File: src/hdl/rcsh_pkg.sv
// shared types and constants for the range check slice histogram block
`default_nettype none

package rcsh_pkg;

    // slice geometry
    localparam int SLICE_BITS      = 16;
    localparam int NUM_SLOTS       = 8;
    localparam int NUM_FIXED       = 7;
    localparam int MAX_BITS        = 128;
    localparam int VALUE_BITS      = 128;
    localparam int SLOT_IDX_BITS   = 3;
    localparam int BITS_WIDTH      = 5;
    localparam int NUM_SOURCES     = 6;

    // histogram geometry
    localparam int TABLE_ADDR_BITS = 16;
    localparam int TABLE_DEPTH     = 65536;
    localparam int WIDTH_ENTRIES   = 17;

    // word kinds
    localparam logic KIND_EVENT = 1'b0;
    localparam logic KIND_READ  = 1'b1;

    // read table selects
    localparam logic [3:0] SEL_SLOT_FIRST = 4'd0;
    localparam logic [3:0] SEL_SLOT_LAST  = 4'd7;
    localparam logic [3:0] SEL_WIDTH      = 4'd8;
    localparam logic [3:0] SEL_DIFF       = 4'd9;

    typedef enum logic [2:0] {
        ST_CLEAR,
        ST_IDLE,
        ST_LOOKUP,
        ST_UPDATE,
        ST_DONE
    } rcsh_state_t;

    // controller to datapath
    typedef struct packed {
        logic clear_wr;
        logic load;
        logic lookup;
        logic update;
        logic emit;
    } rcsh_cmd_t;

    // datapath to controller
    typedef struct packed {
        logic clear_last;
    } rcsh_status_t;

endpackage

`default_nettype wire

File: src/hdl/rcsh_ctrl.sv
// controller: clearing sweep, per-word sequencing and output handshake
`default_nettype none

module rcsh_ctrl (
    input  wire logic                   clk,
    input  wire logic                   rst_n,
    input  wire logic                   in_valid,
    output logic                        in_stall,
    output logic                        out_valid,
    input  wire logic                   out_stall,
    output rcsh_pkg::rcsh_cmd_t         cmd,
    input  wire rcsh_pkg::rcsh_status_t status
);

    rcsh_pkg::rcsh_state_t state_reg;
    rcsh_pkg::rcsh_state_t state_next;
    logic                  out_valid_reg;
    logic                  out_valid_next;

    // state and output valid registers
    always_ff @(posedge clk or negedge rst_n)
    begin
        if (!rst_n)
        begin
            state_reg     <= rcsh_pkg::ST_CLEAR;
            out_valid_reg <= 1'b0;
        end
        else
        begin
            state_reg     <= state_next;
            out_valid_reg <= out_valid_next;
        end
    end

    // next state and commands
    always_comb
    begin
        state_next = state_reg;
        cmd        = '0;
        case (state_reg)
            rcsh_pkg::ST_CLEAR:
            begin
                cmd.clear_wr = 1'b1;
                if (status.clear_last)
                begin
                    state_next = rcsh_pkg::ST_IDLE;
                end
            end
            rcsh_pkg::ST_IDLE:
            begin
                if (in_valid)
                begin
                    cmd.load   = 1'b1;
                    state_next = rcsh_pkg::ST_LOOKUP;
                end
            end
            rcsh_pkg::ST_LOOKUP:
            begin
                cmd.lookup = 1'b1;
                state_next = rcsh_pkg::ST_UPDATE;
            end
            rcsh_pkg::ST_UPDATE:
            begin
                cmd.update = 1'b1;
                state_next = rcsh_pkg::ST_DONE;
            end
            rcsh_pkg::ST_DONE:
            begin
                if (!out_valid_reg || !out_stall)
                begin
                    cmd.emit   = 1'b1;
                    state_next = rcsh_pkg::ST_IDLE;
                end
            end
            default:
            begin
                state_next = rcsh_pkg::ST_IDLE;
            end
        endcase
    end

    // output register occupancy
    always_comb
    begin
        if (cmd.emit)
        begin
            out_valid_next = 1'b1;
        end
        else if (out_valid_reg && !out_stall)
        begin
            out_valid_next = 1'b0;
        end
        else
        begin
            out_valid_next = out_valid_reg;
        end
    end

    assign in_stall  = (state_reg != rcsh_pkg::ST_IDLE);
    assign out_valid = out_valid_reg;

`ifndef SYNTHESIS
    // an accepted word always starts a lookup
    assert property (@(posedge clk) disable iff (!rst_n)
        in_valid && !in_stall |=> state_reg == rcsh_pkg::ST_LOOKUP)
        else $error("accepted word did not start a lookup");

    // the read-modify-write never skips its write back
    assert property (@(posedge clk) disable iff (!rst_n)
        state_reg == rcsh_pkg::ST_LOOKUP |=> state_reg == rcsh_pkg::ST_UPDATE)
        else $error("lookup not followed by update");

    // no result appears while the histograms are being cleared
    assert property (@(posedge clk) disable iff (!rst_n)
        state_reg == rcsh_pkg::ST_CLEAR |-> !out_valid)
        else $error("output valid during clearing sweep");

    // a taken word with nothing new behind it empties the output register
    assert property (@(posedge clk) disable iff (!rst_n)
        out_valid && !out_stall && state_reg != rcsh_pkg::ST_DONE |=> !out_valid)
        else $error("output word repeated");
`endif

endmodule

`default_nettype wire

File: config.mk
export PLATFORM = sky130hd
export DESIGN_NAME = rcsh_ctrl
export DESIGN_NICKNAME = d
export VERILOG_FILES = /design/src/hdl/rcsh_pkg.sv /design/src/hdl/rcsh_ctrl.sv
export SDC_FILE = /design/constraint.sdc
export NUM_CORES = 1
export LEC_CHECK = 0
export ABC_AREA = 1
export BUFFER_PORTS_ARGS = -buffer_cell sky130_fd_sc_hd__buf_2
export CAP_MARGIN = 5
export CORE_AREA = 2 2 39 41
export CTS_BUF_LIST = sky130_fd_sc_hd__clkbuf_16
export CTS_CLUSTER_DIAMETER = 150
export CTS_CLUSTER_SIZE = 24
export DETAILED_ROUTE_END_ITERATION = 7
export DIE_AREA = 0 0 41 43
export PLACE_DENSITY_LB_ADDON = 0.05
export SETUP_SLACK_MARGIN = 0.05
export SLEW_MARGIN = 20
export SYNTH_ARGS = -nofsm -noshare
export SYNTH_HDL_FRONTEND = slang
export SYNTH_SLANG_ARGS = --single-unit
export TNS_END_PERCENT = 5
File: constraint.sdc
create_clock -name clk -period 2.3 [get_ports clk]
set_clock_uncertainty 0.2 [all_clocks]
set_input_delay 0.23 -clock clk [delete_from_list [all_inputs] [get_ports clk]]
set_output_delay 0.23 -clock clk [all_outputs]
set_load 0.01 [all_outputs]
==> results of run 1 <==
## synth_stat cells
cell     instances  area share [%]
o21ai_0          1             2.0
nor3_1           1             2.0
inv_1            6             9.2
o21ai_1          1             2.0
nand4_1          1             2.6
dfrtp_1          4              41
nand2_2          1             2.6
nand2_1          5             7.7
nor2_1           6             9.2
nor2_4           1             4.6
inv_2            2             3.1
nand3_1          4             8.2
buf_4            2             6.1
## per-layer routing
| layer | track usage (%) | wire (um) | vias to the layer above |
|---|---|---|---|
| li1 | - | - | 132 |
| met2 | 10.6 | 252 | 10 |
| met5 | 0 | 0 | - |
| met3 | 3.14 | 51 | 3 |
| met1 | 8.39 | 229 | 114 |
| met4 | 14.0 | 31 | 0 |
## worst register-to-register path: cells and delay by family (launching register included)
| family | cells | cell delay, ns |
|---|---|---|
| AND/OR/NAND/NOR | 4 | 0.49 |
| flip-flops | 1 | 0.41 |
## final cells by class
type,instances,area [sq um],area share [%]
Sequential cell,4,100,25.6
Timing Repair Buffer,12,65.1,16.7
Inverter,8,30.0,7.69
Multi-Input combinational cell,21,100,25.6
Clock buffer,3,75.1,19.2
Tap cell,16,20.0,5.13
## where the power goes
group          internal [uW]  total, uW  switching [uW]
sequential               102        138            36.1
clock                    222        273            51.1
combinational           92.8        234             141
## through the flow
step	total power [uW]	utilization, %
final	645	28.2
after global routing	696	28.2
after CTS	657	28.2
after detailed placement	375	22.1
after global placement	380	22.1
after floorplan	309	-
## cell families after synthesis
| logic type | synth area share, % |
|---|---|
| and+or+nand+nor | 36.7 |
| buffers and inverters | 18.4 |
| DFF | 40.8 |
| AOI/OAI and AO/OA | 4.08 |
## placed cells by master, fill, tap and decap left out
master and count:
buf_2 11, nand2_2 1, o21ai_1 1, nand3_1 4
dfrtp_1 4, nor2_1 6, nor3_1 1, inv_2 2
inv_1 6, nand4_1 1, nand2_1 5, o21ai_0 1
clkbuf_16 3, nor2_4 1, dlygate4sd3_1 1
## final timing paths
| check | end | from | depth (start not counted) | slack (ns) |
|---|---|---|---|---|
| max | cmd[0] | state_reg[0] | 4 | 0.75 |
| min | out_valid | out_stall | 3 | 0.04 |
| max reg2reg | state_reg[0] | state_reg[0] | 4 | 1.09 |
| min reg2reg | out_valid | out_valid | 2 | 0.29 |
| max in group asynchronous | out_valid | rst_n | 2 | 1.65 |
| min in group asynchronous | state_reg[2] | rst_n | 2 | 0.13 |
==> impl_metrics.tcl, run 1 <==
set metrics [dict create \
    path_delay_family "flip-flops" \
    fin_ws_ns 0.754 \
    finalCritPeriodShare_pct 67.2 \
    post-cts-setup-buffer-count 0 \
    timing.final.crit_period_ns 1.55 \
    start_util_pct 17.7 \
    cts_sinks 4 \
    cp_num_buf_inv 1 \
    dieWidth_um 41 \
    grt_pass1_wl_um 890 \
    clkTransAtPathRegs_ns 0.03 \
    nets 55 \
    place_area_sq_um 305 \
    vias 259 \
    post-route-drc-count 0 \
    p_per_area_nw_per_um2 1650 \
    synth_nets 40 \
    first_pass_iters 3 \
    rsz0062_at_grt "no" \
    final-setup-viol-count 0 \
    yosysWarnings 0 \
    core_sq_um 1380 \
    min_path_type "primary input to register" \
    n_antenna_cell 0 \
    wirelength_um 564 \
    fillers 162 \
    clkLatencyLatePin_ns 0.23 \
    cts_tree "yes" \
    ys_types 13 \
    netlist_instances 35 \
    largest_reg_flops 3 \
    row_count 14 \
    finalHoldViolations 0 \
    cpPeakStageDelay_ns 0.41 \
    first_global_vias 226 \
    ant_nets 0 \
    path_cells "nor2_1, nand2_1, nor2_1, buf_2" \
    max_freq_ghz 0.647 \
    via_per_inst 4.05 \
    hold_ws_ns 0.0392 \
    fin_area_sq_um 390 \
    drt_iter0_drc 5 \
    status "complete, no violations" \
    post_cts_resized 0 \
    grt_usage_pct 8.74 \
    critPathKind "register to output pin" \
    routabilityCongestion 0.727 \
    cp.required_ns 1.87 \
    endpoint_kind "output pin" \
    final_max_slew_viol_count 0 \
    cpMaxStageDelayCell "dfrtp_1" \
    grt_start_max_net_pins 6 \
    dieArea_sq_um 1760 \
    pre_cts_slack_ns 0.988 \
    placed_cells 60 \
    cts_buffer_depth 2 \
    ys_seq_area_share_pct 40.8 \
    synth.avg_cell_area_sq_um 7.01 \
    synthToLayoutAreaGrowth_pct 59.2 \
    finalSetupTns_ns 0 \
    die_h_um 43 \
    cts_htree_levels 1 \
    crit_path_frequent_cell "nor2_1" \
    ys_seq_elements 4 \
    post_drt_wl_per_cell_um 8.81 \
    fin_cells 64 \
    antenna_found_initial 0 \
    max-cap-violations 0 \
    vdd_drop_max_mv 0.369 \
    port_buffers 11 \
    cts_root_buffer "clkbuf_16" \
    tightest_slew_ns 0.227 \
    startpoint_type "register" \
    cts_buffers 3 \
    drive_above_1_share_pct 37.5 \
    postCtsHoldBufs 1 \
    globalRoute.totalOverflow 0 \
    syn_area_sq_um 245 \
    p_leak_uw 0.000231 \
    hpwlAfterDp_um 446 \
    arrival_ns 1.12 \
    io_pins 12 \
    critPathMaxFanout 5 \
    max-slew-margin-rel_pct 84.9 \
]
Note: power is estimated with default switching activity, not from simulation.
==> run 2, diff against run 1 <==
- ABC_AREA: 1 -> 0
- clock period: 2.3 -> 1.35 ns (I/O delays scaled with it)
==> run 2 against run 1 <==
Against the previous run: the run now ends with negative setup slack left; critical endpoint is now cmd[1]; sequential cell count unchanged; clock power increased by 70%; highest routed layer is now met3; register-to-register slack got worse by 1.1 ns.
==> impl_metrics.tcl, run 2 <==
set metrics [dict create \
    place_area_sq_um 288 \
    p_per_area_nw_per_um2 2760 \
    layout_common_cells "buf_2, buf_4, nor2_1, nand2_1, clkbuf_16" \
    yosysWarnings 0 \
    row_count 14 \
    max-cap-violations 0 \
    drive_above_1_share_pct 66.7 \
    max-slew-margin-rel_pct 82.8 \
    wirelength_um 732 \
    io_pins 12 \
    post_drt_wl_per_cell_um 11.4 \
    first_global_vias 286 \
    cts_root_buffer "clkbuf_16" \
    antenna_found_initial 0 \
    endpoint_kind "output pin" \
    tightest_slew_ns 0.255 \
    finalCritPeriodShare_pct 107 \
    ys_types 14 \
    critPathKind "register to output pin" \
    critPathMaxFanout 5 \
    rsz0062_at_grt "yes" \
    cts_sinks 4 \
    synth_edf_count 0 \
    finalHoldViolations 0 \
    ys_seq_area_share_pct 43.2 \
    hpwlAfterDp_um 443 \
    port_buffers 11 \
    vdd_drop_max_mv 1.16 \
    synth_area_leaders "dfrtp_1, nand2_1, nor2_1" \
    grt_usage_pct 10.8 \
    first_pass_iters 2 \
    cts_buffer_depth 2 \
    max_freq_ghz 0.693 \
    via_per_inst 4.20 \
    cp.required_ns 1.01 \
    synth.avg_cell_area_sq_um 8.27 \
    timing.final.crit_period_ns 1.44 \
    syn_area_sq_um 231 \
    arrival_ns 1.11 \
    synth_top_cell_by_area "dfrtp_1" \
    pre_cts_slack_ns 0.0749 \
    clkTransAtPathRegs_ns 0.03 \
    synth_nets 33 \
    globalRoute.totalOverflow 0 \
    final-setup-viol-count 6 \
    grt_pass1_wl_um 1190 \
    grt_start_max_net_pins 11 \
    async_flop_share_pct 100 \
    ys_seq_elements 4 \
    largest_reg_flops 3 \
    status "finished with violations" \
    startpoint_type "register" \
    cts_buffers 3 \
    final_max_slew_viol_count 0 \
    fin_ws_ns -0.0922 \
    synth_commonest_cells "nand2_1, nor2_1, dfrtp_1" \
    fin_util_pct 34.0 \
    vias 269 \
    p_leak_uw 0.000232 \
    mostFrequentLayoutCell "buf_2" \
    core_sq_um 1380 \
    nets 55 \
    die_h_um 43 \
    synth_top_area_share_pct 43.2 \
    clkLatencyLatePin_ns 0.22 \
    post-route-drc-count 0 \
    violations "negative setup slack" \
    cts_tree "yes" \
    ant_nets 0 \
    synth_ff_type "dfrtp_1" \
    min_path_type "primary input to register" \
    fin_area_sq_um 470 \
    n_antenna_cell 0 \
    netlist_instances 28 \
    fillers 149 \
    dieArea_sq_um 1760 \
    routabilityCongestion 0.588 \
    cts_htree_levels 1 \
    start_util_pct 16.7 \
    hold_ws_ns 0.00631 \
    synthToLayoutAreaGrowth_pct 103 \
    drt_iter0_drc 1 \
    finalSetupTns_ns -0.376 \
    dieWidth_um 41 \
]
run 2: cell count changes in the layout (fill, tap and decap cells not counted), moves of 3 or more:
cell     before  now
nor2_1        6    3
inv_1         6    0
buf_4         0    7
nand3_1       4    1
run 2: area by class of cell:
class	instances	area, sq um	share of cell area (%)
clock buffers	3	75.1	16.0
well taps	16	20.0	4.26
multi-input cells	21	144	30.6
repair buffers	20	129	27.4
flip-flops and latches	4	103	21.8
run 2: final timing paths:
path | startpoint | to | slack (ns) | depth (start not counted)
setup reg to reg | state_reg[0] | state_reg[0] | 0.01 | 6
max in group asynchronous | rst_n | state_reg[2] | 0.77 | 2
setup / recovery | state_reg[0] | cmd[1] | -0.09 | 3
hold reg to reg | out_valid | out_valid | 0.40 | 2
hold / removal | out_stall | out_valid | 0.006 | 3
min in group asynchronous | rst_n | state_reg[1] | 0.05 | 2
run 2: power breakdown:
part | switching (uW) | internal (uW)
clock network | 85.5 | 379
registers | 102 | 176
logic | 242 | 312
run 2: per-stage QoR:
step / power (uW) / instances
2_1_floorplan: 471 / 28
3_3_place_gp: 579 / 53
3_5_place_dp: 578 / 53
4_1_cts: 1170 / 62
5_1_grt: 1380 / 64
6_report: 1300 / 64
run 2: repair_timing:
action	in CTS	in global routing
buffers inserted	5	2
gates resized for setup	3	10
endpoints found under the hold margin	5	0
pin swaps	1	2
hold buffers	1	0
endpoints found under the setup margin	6	8
run 2: cells by family (layout without fill, tap and decap cells):
family	after synthesis	in the layout	synth area share [%]
buf+inv	3	23	11.3
flops	4	4	43.2
compound gates	5	5	13.0
simple gates	16	16	32.4
run 2: metal layers:
| metal | global-route usage (%) | vias to the layer above | routed length (um) |
|---|---|---|---|
| met3 | 4.71 | 0 | 37 |
| met2 | 16.9 | 8 | 411 |
| met1 | 10.6 | 127 | 283 |
| met4 | 8.00 | 0 | 0 |
| met5 | 0 | - | 0 |
| li1 | - | 134 | - |
run 2: worst max-delay path, cell delays in order (launching register included):
cell and delay (ns):
dfrtp_2 0.44, buf_4 0.15, and3b_1 0.16, buf_2 0.13
